## src/design/kdr_pkg.sv

```systemverilog
`timescale 1ns / 1ps

package kdr_pkg;

    // Key table size and derived widths
    localparam int KEY_COUNT = 64;
    localparam int KEY_W     = (KEY_COUNT > 1) ? $clog2(KEY_COUNT) : 1;

    // Fixed field widths
    localparam int INDEX_W = 6;
    localparam int CLASS_W = 2;
    localparam int TIME_W  = 32;
    localparam int DELAY_W = 16;

    // Range check limit, wide enough for any key count up to 256
    localparam logic [8:0] KEY_LIMIT = 9'(KEY_COUNT);

    // Queue between front and back
    localparam int QUEUE_DEPTH = 2;
    localparam int QPTR_W      = (QUEUE_DEPTH > 1) ? $clog2(QUEUE_DEPTH) : 1;
    localparam int QCNT_W      = $clog2(QUEUE_DEPTH + 1);

    // Key classes that select a repeat interval; all other codes are ordinary
    localparam logic [CLASS_W-1:0] CLASS_QUICK   = 2'd1;
    localparam logic [CLASS_W-1:0] CLASS_POINTER = 2'd2;

    // Register reset values
    localparam logic [DELAY_W-1:0] DEBOUNCE_RESET       = 16'd50;
    localparam logic [DELAY_W-1:0] REPEAT_RESET         = 16'd300;
    localparam logic [DELAY_W-1:0] REPEAT_QUICK_RESET   = 16'd150;
    localparam logic [DELAY_W-1:0] REPEAT_POINTER_RESET = 16'd30;

    typedef enum logic [1:0] {
        CFG_DEBOUNCE       = 2'd0,
        CFG_REPEAT         = 2'd1,
        CFG_REPEAT_QUICK   = 2'd2,
        CFG_REPEAT_POINTER = 2'd3
    } kdr_cfg_index_t;

    typedef enum logic {
        OP_KEY      = 1'b0,
        OP_SCAN_END = 1'b1
    } kdr_op_t;

    typedef enum logic [1:0] {
        ST_IDLE,
        ST_KEY,
        ST_SWEEP,
        ST_DRAIN
    } kdr_state_t;

    typedef struct packed {
        kdr_op_t             op;
        logic [KEY_W-1:0]    key;
        logic [CLASS_W-1:0]  cls;
        logic [TIME_W-1:0]   stamp;
    } kdr_item_t;

    typedef struct packed {
        logic [TIME_W-1:0] first_seen;
        logic [TIME_W-1:0] last_seen;
        logic [TIME_W-1:0] last_sent;
    } kdr_times_t;

    typedef struct packed {
        logic full;
        logic empty;
    } kdr_q_stat_t;

endpackage

```

## src/design/kdr_queue.sv

```systemverilog
`timescale 1ns / 1ps

module kdr_queue (
    input  logic                  clk,
    input  logic                  rst_n,
    input  logic                  push,
    input  kdr_pkg::kdr_item_t    push_item,
    input  logic                  pop,
    output kdr_pkg::kdr_item_t    head,
    output kdr_pkg::kdr_q_stat_t  q_stat
);

    kdr_pkg::kdr_item_t                slot_reg [kdr_pkg::QUEUE_DEPTH];
    logic [kdr_pkg::QPTR_W-1:0]        wr_ptr_reg, wr_ptr_next;
    logic [kdr_pkg::QPTR_W-1:0]        rd_ptr_reg, rd_ptr_next;
    logic [kdr_pkg::QCNT_W-1:0]        count_reg, count_next;
    logic                              do_push, do_pop;

    assign q_stat.full  = count_reg == kdr_pkg::QCNT_W'(kdr_pkg::QUEUE_DEPTH);
    assign q_stat.empty = count_reg == '0;
    assign do_push      = push && !q_stat.full;
    assign do_pop       = pop && !q_stat.empty;
    assign head         = slot_reg[rd_ptr_reg];

    function automatic logic [kdr_pkg::QPTR_W-1:0] ptr_inc(
        input logic [kdr_pkg::QPTR_W-1:0] p
    );
        if (p == kdr_pkg::QPTR_W'(kdr_pkg::QUEUE_DEPTH - 1))
        begin
            return '0;
        end
        return p + 1'b1;
    endfunction

    always_comb
    begin
        wr_ptr_next = do_push ? ptr_inc(wr_ptr_reg) : wr_ptr_reg;
        rd_ptr_next = do_pop ? ptr_inc(rd_ptr_reg) : rd_ptr_reg;
        count_next  = count_reg;
        if (do_push && !do_pop)
        begin
            count_next = count_reg + 1'b1;
        end
        else if (do_pop && !do_push)
        begin
            count_next = count_reg - 1'b1;
        end
    end

    always_ff @(posedge clk or negedge rst_n)
    begin
        if (!rst_n)
        begin
            wr_ptr_reg <= '0;
            rd_ptr_reg <= '0;
            count_reg  <= '0;
        end
        else
        begin
            wr_ptr_reg <= wr_ptr_next;
            rd_ptr_reg <= rd_ptr_next;
            count_reg  <= count_next;
        end
    end

    always_ff @(posedge clk)
    begin
        if (do_push)
        begin
            slot_reg[wr_ptr_reg] <= push_item;
        end
    end

endmodule

```

## config.mk

```make
export PLATFORM = sky130hd
export DESIGN_NAME = kdr_queue
export DESIGN_NICKNAME = d
export VERILOG_FILES = /design/src/design/kdr_pkg.sv /design/src/design/kdr_queue.sv
export SDC_FILE = /design/constraint.sdc
export NUM_CORES = 1
export LEC_CHECK = 0
export ABC_AREA = 1
export ABC_CLOCK_PERIOD_IN_PS = 3700
export CORE_MARGIN = 3
export CORE_UTILIZATION = 45
export CTS_BUF_LIST = sky130_fd_sc_hd__clkbuf_4
export DETAILED_ROUTE_END_ITERATION = 10
export DONT_BUFFER_PORTS = 1
export SLEW_MARGIN = 10
export SYNTH_ARGS = -nofsm -noshare
export SYNTH_HDL_FRONTEND = slang
export SYNTH_SLANG_ARGS = --single-unit
export TNS_END_PERCENT = 30
```

## constraint.sdc

```tcl
create_clock -name clk -period 3.7 [get_ports clk]
set_clock_uncertainty 0.2 [all_clocks]
set_input_delay 0.185 -clock clk [delete_from_list [all_inputs] [get_ports clk]]
set_output_delay 0.185 -clock clk [all_outputs]
set_load 0.005 [all_outputs]
```

Word level (Yosys, flattened, before mapping)
Memories as Yosys holds them, arrays and structs flattened.
Index checks and enable logic that the tools add are counted.
Widths: inputs -> output; s select.
{ "totals": {"out_inout_bits": 43, "ramBits": 82, "in_bits": 45, "ff_bits": 4, "memories": 1, "wordCells": 29} }
{ "classes": {"add_sub_neg": 4, "mux": 10, "n_reduce_logical": 10, "n_eq_ne": 1} }
{ "mem_list": {"columns": ["name", "depth", "width", "read_ports", "rd_clocked_by_memory_dff", "write_ports", "line", "text"], "rows": [
  ["slot_reg", 2, 41, 1, 0, 1, "kdr_queue.sv:13", "kdr_pkg::kdr_item_t slot_reg [kdr_pkg::QUEUE_DEPTH];"]
]} }
{ "op_table": {"columns": ["operator", "count"], "rows": [
  ["$mux 1", 8],
  ["$logic_and 1x1->1", 4],
  ["$logic_not 1->1", 4],
  ["$mux 2", 2],
  ["$add 1x1->1 const B", 2],
  ["$add 2x1->2 const B", 1],
  ["$eq 2x2->1 const B", 1],
  ["$logic_not 2->1", 1],
  ["$reduce_bool 2->1", 1],
  ["$sub 2x1->2 const B", 1]
]} }

Logic depth before layout (Yosys ltp)
Gate-level depths: netlist of the first run.
{ "depth": {"word_depth": 7, "depth_mapped": 9, "ltp_nobuf": 9} }

Worst setup path after synthesis of the first run
OpenSTA, ideal clock, no wires.
{ "synth_timing": {"path_type": "reg-to-reg", "startpoint": "register count_reg[1] (netlist bit)", "endpoint": "memory slot_reg[1][0] (netlist bit) (enable)", "t_arrival_ps": 2313, "setup_ps": 439, "required_ps": 3061, "synth_period_minus_slack_ps": 2952, "path_buffers": 0, "setup_slack_ps": 748, "path_stages_with_launch": 4, "path_cell_list": "dfrtp_1 > inv_1 > o21ai_0 > nor2_1"} }
{ "synth_via": {"elab_chain_cells": 5} }
{ "synth_rtl": {"columns": ["element", "line", "text"], "rows": [
  ["from (decl)", "kdr_queue.sv:16", "logic [kdr_pkg::QCNT_W-1:0] count_reg, count_next;"],
  ["from (signal assigned)", "kdr_queue.sv:62", "count_reg <= count_next;"],
  ["$eq 2x2->1", "kdr_queue.sv:19", "assign q_stat.full = count_reg == kdr_pkg::QCNT_W'(kdr_pkg::QUEUE_DEPTH);"],
  ["$logic_not 1->1", "kdr_queue.sv:21", "assign do_push = push && !q_stat.full;"],
  ["$logic_and 1x1->1", "kdr_queue.sv:21", null],
  ["$mux 1", "kdr_queue.sv:68", "if (do_push)"],
  ["$mux 1 (implied by the code)", "kdr_queue.sv:70", "slot_reg[wr_ptr_reg] <= push_item;"],
  ["to (decl)", "kdr_queue.sv:13", null]
]} }
No other way between the ends.

Worst setup path after layout of the first run
{ "layout_timing": {"startpoint": "register count_reg[1] (netlist bit)", "endpoint": "memory slot_reg[1][23] (netlist bit) (enable)"} }
The elaborated chain is that of the path after synthesis.

==> impl_metrics.tcl, run 1 <==
set metrics [dict create \
    run_status "finished, final reports clean" \
    final_cell_area_um2 3884 \
    max_slew.worst_pin.slew_ns 0.9084 \
    cts.repair.resized 0 \
    worst_setup_hold_path_clk_slew_ns 0.13 \
    layout.core_utilization_pct 56.54 \
    synthDistinctLibCells 15 \
    die_w_um 90.70 \
    filler_cell_count 563 \
    area_growth_pct 20.31 \
    totalPowerFinal_mw 2.611 \
    vdd_ir_max_v 0.0003040 \
    syn-instance-count 246 \
    antenna_found_initial 0 \
    fraction_of_final_layout_cells_sized_beyond_drive_strength_1_pct 7.000 \
    cts_made_buffers 9 \
    synthArstFlopShare_pct 4.651 \
    worstSetupPathType "register to register" \
    synth_enable_flop_cells 82 \
    largest_register_ffs 82 \
    core.rowCount 30 \
    floorplan_die_area_um2 8226 \
    routed-via-count 1860 \
    drc 0 \
    grt_pass1_wl_um 8721 \
    numPortBuffers 0 \
    nets_in_the_synthesized_netlist 292 \
    cts_root_buf "clkbuf_4" \
    drt_wirelength_um 5654 \
    timing.hold.ws_ns 0.2228 \
    yosys.cell_count.top_type "nand2_1" \
    clock_sink_count 86 \
    n_antenna_cell 0 \
    cts.path.max_buffers 2 \
    globalRoute.totalOverflow 0 \
    post-dp-hpwl_um 3270 \
    gr-usage-all-layers_pct 14.05 \
    min-delay-path-class "input pin to register" \
    timing.fmax_mhz 481.1 \
    ys_top_cells_by_area "edfxtp_1 76%, nand2_1 15%, dfrtp_1 3.1%" \
    final_period_minus_worst_setup_slack_ns 2.079 \
    clk_lat_worst_skew_ns 0.40 \
    synthDominantAreaCellType "edfxtp_1" \
    worstSetupEndpointType "register" \
    synth_flop_cell "edfxtp_1" \
    sum_neg_setup_slack_ns 0 \
    timing.max_slew.rel_slack_pct 39.35 \
    detail_route.vias_per_cell 4.697 \
    routed_wire_length_per_instance_um 14.28 \
    syn_area_um2 3228 \
    worstPathMaxFanout 26 \
    timing.final.hold_violations 0 \
    grt_start_max_net_pins 43 \
    initial_core_util_pct 46.99 \
    synthesis.yosys.warnings 0 \
    floorplan.io_pins 88 \
    synth-seq-area-share_pct 79.38 \
    timing.final.crit_share_pct 56.18 \
    power_per_cell_area_nw_per_um2 672.3 \
    maxCapViolCount 0 \
    cell_types_with_the_highest_counts_after_synthesis "132 x nand2_1, 82 x edfxtp_1, 7 x inv_1" \
    placer_congestion 0.6628 \
    finalMaxSlewViolations 0 \
    synthesis.area_per_instance_um2 13.12 \
    ctsHtreeMaxLevel 3 \
    placeable_core_region_um2 6869 \
    chipHeight_um 90.70 \
    drt-initial-drc-count 87 \
    dpl-instance-area_um2 3301 \
    setup_repair_after_global_routing_missed_its_margin "false" \
    synth_top_cell_area_share_pct 76.28 \
    critPathRequiredTime_ns 3.58 \
    setup_viol 0 \
    cp.arrival_ns 1.96 \
    timing.critical_path.from_type "register" \
    fin_nets 341 \
    route.antenna.remaining_nets 0 \
    drt_first_pass_iters 4 \
    synth_register_bits 86 \
    cts_tree "done" \
    leakagePower_nw 1.532 \
    first_global_vias 1729 \
]
[final cells by class]
class | instances | area [µm²] | area share [%]
clock buffer | 11 | 82.58 | 2.126
clock inverter | 5 | 50.05 | 1.289
inverter | 8 | 30.03 | 0.7732
multi-input combinational | 143 | 573.1 | 14.76
sequential | 86 | 2562 | 65.98
tap | 96 | 120.1 | 3.093
timing repair buffer | 47 | 465.4 | 11.98
[metal layers]
metal	track usage, %	share of wire (%)
met1	17.42	42
met2	21.99	49
met5	0	0
met4	6.122	1.1
met3	5.333	7.5
[worst max-delay path, cell delays in order, from the launching register on]
cell and delay, ns:
dfrtp_1 0.42, inv_1 0.11, o21ai_0 0.17, nor2_4 0.42, buf_4 0.43
[cell usage in the layout (no fill, tap or decap)]
master / n
buf_4: 2
bufinv_16: 1
clkbuf_4: 11
clkinv_1: 2
clkinv_2: 1
clkinvlp_4: 1
dfrtp_1: 4
dlygate4sd3_1: 45
edfxtp_1: 82
ha_1: 1
inv_1: 6
inv_2: 2
nand2_1: 132
nand3_1: 1
nand3b_1: 1
nand4_1: 1
nor2_1: 1
nor2_2: 2
nor2_4: 1
o21ai_0: 2
xnor2_1: 1
[path summary, 6_finish.rpt]
kind	from	to	slack, ns	depth (start not counted)
min in group asynchronous	rst_n	wr_ptr_reg	0.40	2
worst max-delay path	count_reg[1]	slot_reg[1][23]	1.62	4
worst min-delay path	push_item[6]	slot_reg[1][6]	0.22	1
worst min register to register	wr_ptr_reg	wr_ptr_reg	0.32	2
worst max register to register	count_reg[1]	slot_reg[1][23]	1.62	4
max in group asynchronous	rst_n	rd_ptr_reg	2.71	2
[power breakdown]
part | switching, mW | internal, mW | leakage (nW)
registers | 0.0591 | 1.33 | 0.811
clock network | 0.284 | 0.216 | 0.0719
logic | 0.536 | 0.187 | 0.649
[timing repair]
action	4_1_cts	5_1_grt
buffers inserted	0	0
hold endpoints to repair	89	0
hold buffers	45	0
[kinds of logic after synthesis]
group,synth area share (%)
and+or+nand+nor,16.55
xor gates and xnor gates,0.2714
buffers and inverters,3.101
DFF,79.38
AOI/OAI and AO/OA,0.3101
adders and majority gates,0.3875
[metrics by stage]
step / cells / setup slack, ns
global route: 396 / 1.432
finish: 396 / 1.621
floorplan: 246 / 0.7478
global placement: 335 / 1.623
CTS: 396 / 1.583
detailed placement: 335 / 1.604
(Power assumes the default switching activity.)
==> run 2: changes to the inputs <==
- ABC_CLOCK_PERIOD_IN_PS: 3700 -> 1900
- clock period: 3.7 -> 1.9 ns (I/O delays scaled with it)
==> run 2 against run 1 <==
Net effect:
- first-iteration DRC count grew 16%
- combinational power up 110%
- hold slack lost 0.11 ns
- non-clock buffer count up 2
- final area rose by 2.5%
- critical path depth fell by 1
- cell count rose by 0.51%
- largest cell class unchanged
- largest power group unchanged
==> impl_metrics.tcl, run 2 (same netlist as run 1, synthesis figures left out) <==
set metrics [dict create \
    layout_common_cells "132 x nand2_1, 82 x edfxtp_1, 45 x dlygate4sd3_1" \
    initial_core_util_pct 46.99 \
    routed_wire_length_per_instance_um 14.36 \
    n_antenna_cell 0 \
    finalMaxSlewViolations 0 \
    setup_viol 0 \
    clock_sink_count 86 \
    largest_register_ffs 82 \
    library_cell_appearing_most_often_on_the_critical_path "nand2_1" \
    cp.arrival_ns 1.43 \
    timing.critical_path.from_type "register" \
    cpMaxStageDelayCell "dfrtp_1" \
    final_period_minus_worst_setup_slack_ns 1.720 \
    leakagePower_nw 1.570 \
    drt_first_pass_iters 6 \
    max_stage_delay_ns 0.43 \
    drc 0 \
    layout.cells.most_common "nand2_1" \
    detail_route.vias_per_cell 4.701 \
    core.rowCount 30 \
    worstSetupPathType "register to output pin" \
    worstRegToRegCells 6 \
    worst-path-stages 3 \
    critPathTopFamily "flip-flops" \
    cts_root_buf "clkbuf_4" \
    die_w_um 90.70 \
    first_global_vias 1885 \
    clk_lat_worst_skew_ns 0.41 \
    cts_tree "done" \
    chipHeight_um 90.70 \
    run_status "finished, final reports clean" \
    postCtsSetupBuffers 0 \
    layout.core_utilization_pct 57.94 \
    timing.final.crit_share_pct 90.55 \
    gr-usage-all-layers_pct 14.80 \
    power_per_cell_area_nw_per_um2 1353 \
    min-delay-path-class "input pin to register" \
    max_slew.worst_pin.slew_ns 0.4437 \
    worstSetupEndpointType "output pin" \
    placeable_core_region_um2 6869 \
    placer_congestion 0.7778 \
    timing.critical_path.buf_inv 1 \
    timing.max_slew.rel_slack_pct 70.10 \
    cts_made_buffers 9 \
    critPathRequiredTime_ns 1.60 \
    drt_wirelength_um 5714 \
    vdd_ir_max_v 0.0008335 \
    worst_setup_hold_path_clk_slew_ns 0.14 \
    worstHoldPathCells 1 \
    maxCapViolCount 0 \
    numPortBuffers 0 \
    grt_start_max_net_pins 43 \
    worstPathMaxFanout 42 \
    drt-initial-drc-count 101 \
    route.antenna.remaining_nets 0 \
    antenna_found_initial 0 \
    globalRoute.totalOverflow 0 \
    fraction_of_final_layout_cells_sized_beyond_drive_strength_1_pct 8.278 \
    floorplan.io_pins 88 \
    area_growth_pct 23.29 \
    grt_pass1_wl_um 9301 \
    cts.path.max_buffers 2 \
    totalPowerFinal_mw 5.386 \
    fin_nets 343 \
    ctsHtreeMaxLevel 3 \
    post-dp-hpwl_um 3235 \
    path_cells "buf_6 -> nand2_1 -> nand2_1" \
    floorplan_die_area_um2 8226 \
    routed-via-count 1871 \
    timing.fmax_mhz 581.3 \
    setup_repair_after_global_routing_missed_its_margin "false" \
    timing.final.hold_violations 0 \
]
## run 2: report_power, final
part           internal [mW]  switching [mW]
Sequential              2.58           0.122
Clock                  0.549           0.608
Combinational          0.457            1.07
Total                   3.59            1.80
## run 2: worst paths after layout
path                               from              end  slack [ns]
max in group asynchronous         rst_n       rd_ptr_reg        1.02
setup reg to reg           count_reg[1]  slot_reg[0][39]        0.23
hold / removal             push_item[1]   slot_reg[1][1]        0.12
min in group asynchronous         rst_n       wr_ptr_reg        0.30
hold reg to reg              wr_ptr_reg       wr_ptr_reg        0.31
setup / recovery             rd_ptr_reg         head[32]        0.18
## run 2: metrics by stage
stage	setup WS, ns	instances	instance area (µm²)	TNS (ns)	hold slack, ns
finish	0.1796	398	3980	0	0.1162
global route	0.04805	398	3980	0	0.09253
detailed placement	0.2746	337	3353	0	-0.4004
floorplan	-0.1928	246	3236	-7.903	-0.4006
CTS	0.09105	398	3974	0	0.09856
global placement	0.2955	337	3353	0	-0.4005
## run 2: layout make-up
type,instances,area [µm²]
Inverter,8,32.53
Sequential cell,86,2562
Clock inverter,7,102.6
Fill cell,542,2889
Clock buffer,9,67.56
Tap cell,96,120.1
Timing Repair Buffer,49,521.8
Multi-Input combinational cell,143,573.1
## run 2: layer usage
metal	wire length [µm]	up-vias	part of all wire (%)	GRT usage, %
met5	0	-	0	0
met4	103	0	1.8	7.143
met3	393	12	6.9	5.417
met2	2909	75	51	24.34
met1	2307	863	40	17.09
li1	-	921	-	-
## run 2: repair_timing
| item | in CTS | in global routing |
|---|---|---|
| hold buffers | 45 | 0 |
| resized for setup | 0 | 3 |
| endpoints found under the setup margin | 0 | 11 |
| hold endpoints to repair | 90 | 0 |
==> run 3: changes to the inputs <==
- REMOVE_ABC_BUFFERS: default -> 1
==> run 3 against run 2 <==
Net effect:
- utilization is the same
- sequential power about the same
- register-to-register slack better by 0.06 ns
- flip-flop and latch count unchanged
- final area stayed put
- cell count grew 1.0%
- first-iteration DRC count decreased by 29%
- worst setup slack lost 0.0078 ns
- non-clock buffer count rose by 4
- via count decreased by 0.32%
- critical path depth increased by 1
- sequential share of layout area about the same
- critical endpoint is now head[22]
- largest power group unchanged
- highest routed layer unchanged
==> impl_metrics.tcl, run 3 (same netlist as run 1, synthesis figures left out) <==
set metrics [dict create \
    leakagePower_nw 1.577 \
    cts_tree "done" \
    multi_input_area_um2 573.1 \
    path_cells "inv_2 -> buf_4 -> nand2_1 -> nand2_1" \
    worstSetupEndpointType "output pin" \
    placeable_core_region_um2 6869 \
    n_antenna_cell 0 \
    run_status "finished, final reports clean" \
    worstSetupPathType "register to output pin" \
    antenna_found_initial 0 \
    maxCapViolCount 0 \
    timing.hold.ws_ns 0.1141 \
    min-delay-path-class "input pin to register" \
    floorplan_die_area_um2 8226 \
    critPathRequiredTime_ns 1.60 \
    route.antenna.remaining_nets 0 \
    cts.path.max_buffers 2 \
    gr-usage-met3_pct 6.917 \
    dpl-instance-area_um2 3396 \
    seq_area_um2 2564 \
    timing.final.crit_share_pct 90.96 \
    routed-via-count 1865 \
    met1_usage_pct 16.03 \
    layout_common_cells "132 x nand2_1, 82 x edfxtp_1, 45 x dlygate4sd3_1" \
    core.rowCount 30 \
    timing.fmax_mhz 578.6 \
    area_growth_pct 23.29 \
    setup_ws_ns 0.1718 \
    worst_setup_hold_path_clk_slew_ns 0.13 \
    ctsHtreeMaxLevel 3 \
    max_stage_delay_ns 0.50 \
    final_period_minus_worst_setup_slack_ns 1.728 \
    cpMaxStageDelayCell "dfrtp_2" \
    cts_root_buf "clkbuf_4" \
    drt-initial-drc-count 72 \
    p_sw_share_pct 33.75 \
    drt_wirelength_um 5898 \
    timing.final.hold_violations 0 \
    placer_congestion 0.7170 \
    fraction_of_final_layout_cells_sized_beyond_drive_strength_1_pct 9.150 \
    timing.max_slew.rel_slack_pct 69.76 \
    fin_nets 347 \
    seq_power_share_pct 52.0 \
    worstPathMaxFanout 22 \
    routed_wire_length_per_instance_um 14.67 \
    max_slew.worst_pin.slew_ns 0.4488 \
    first_global_vias 1829 \
    drt_first_pass_iters 4 \
    busiest_layer "met2" \
    count_of_placed_standard_cells_including_taps 341 \
    finalMaxSlewViolations 0 \
    final_cell_area_um2 3980 \
    grt_pass1_wl_um 9114 \
    setup_repair_after_global_routing_missed_its_margin "false" \
    library_cell_appearing_most_often_on_the_critical_path "nand2_1" \
    die_w_um 90.70 \
    chipHeight_um 90.70 \
    filler_cell_count 568 \
    grt_start_max_net_pins 23 \
    setup_viol 0 \
    layout.cells.non_filler 402 \
    floorplan.io_pins 88 \
    gr-usage-all-layers_pct 14.74 \
    drc 0 \
    detail_route.vias_per_cell 4.639 \
    clock_power_share_pct 18.7 \
    logic_pwr_share_pct 29.3 \
    total_switching_power_mw 1.769 \
    globalRouteMet2Util_pct 24.09 \
    timing.critical_path.from_type "register" \
    p_int_mw 3.472 \
    largest_register_ffs 82 \
    initial_core_util_pct 46.99 \
    clock_sink_count 86 \
    cp.arrival_ns 1.43 \
    globalRoute.totalOverflow 0 \
    layout.cells.most_common "nand2_1" \
    post-place-ws_ns 0.3022 \
    post-dp-hpwl_um 3633 \
    numPortBuffers 0 \
    clk_lat_worst_skew_ns 0.41 \
    vdd_ir_max_v 0.0006161 \
    power_per_cell_area_nw_per_um2 1317 \
    cts_made_buffers 9 \
]
-- run 3: through the flow --
| stage | power (mW) | utilization, % | setup TNS (ns) |
|---|---|---|---|
| 2_1_floorplan | 3.700 | - | -51.04 |
| 3_3_place_gp | 4.222 | 49.44 | 0 |
| 5_1_grt | 5.595 | 57.94 | 0 |
| 3_5_place_dp | 4.251 | 49.44 | 0 |
| 6_report | 5.241 | 57.94 | 0 |
| 4_1_cts | 5.307 | 57.92 | 0 |
-- run 3: final cells by class --
type,instances,share of cell area [%]
Sequential cell,86,64.41
Multi-Input combinational cell,143,14.40
Timing Repair Buffer,53,14.08
Tap cell,96,3.018
Clock buffer,9,1.698
Clock inverter,7,1.635
Inverter,8,0.7545
-- run 3: timing repair --
item	in CTS	in global routing
gates resized for setup	0	1
hold endpoints to repair	90	0
hold buffers	45	0
buffers inserted	0	0
setup endpoints to repair	0	15
-- run 3: worst paths after layout --
kind | from | to | slack, ns | depth (start not counted)
hold / removal | push_item[20] | slot_reg[1][20] | 0.11 | 1
hold reg to reg | wr_ptr_reg | wr_ptr_reg | 0.30 | 2
setup reg to reg | count_reg[0] | count_reg[1] | 0.29 | 6
max in group asynchronous | rst_n | rd_ptr_reg | 1.03 | 2
setup / recovery | rd_ptr_reg | head[22] | 0.17 | 4
min in group asynchronous | rst_n | wr_ptr_reg | 0.28 | 2
-- run 3: critical path, delay by kind of cell, from the launching register on --
family	cells	cell delay, ns
buffers and inverters	2	0.34
AND/OR/NAND/NOR	2	0.18
flip-flops	1	0.50
-- run 3: power groups by stage --
stage	clock network [mW]	registers, mW	logic (mW)
after global placement	0	2.76	1.46
final	0.979	2.73	1.54
after floorplan	0	2.82	0.879
after detailed placement	0	2.77	1.48
after global routing	1.08	2.77	1.74
after CTS	1.01	2.72	1.58
-- run 3: metal layers --
metal,up-vias,routed length (µm),share of wire [%]
met3,7,466,7.9
met5,-,0,0
li1,933,-,-
met4,0,80,1.4
met1,866,2405,41
met2,59,2947,50
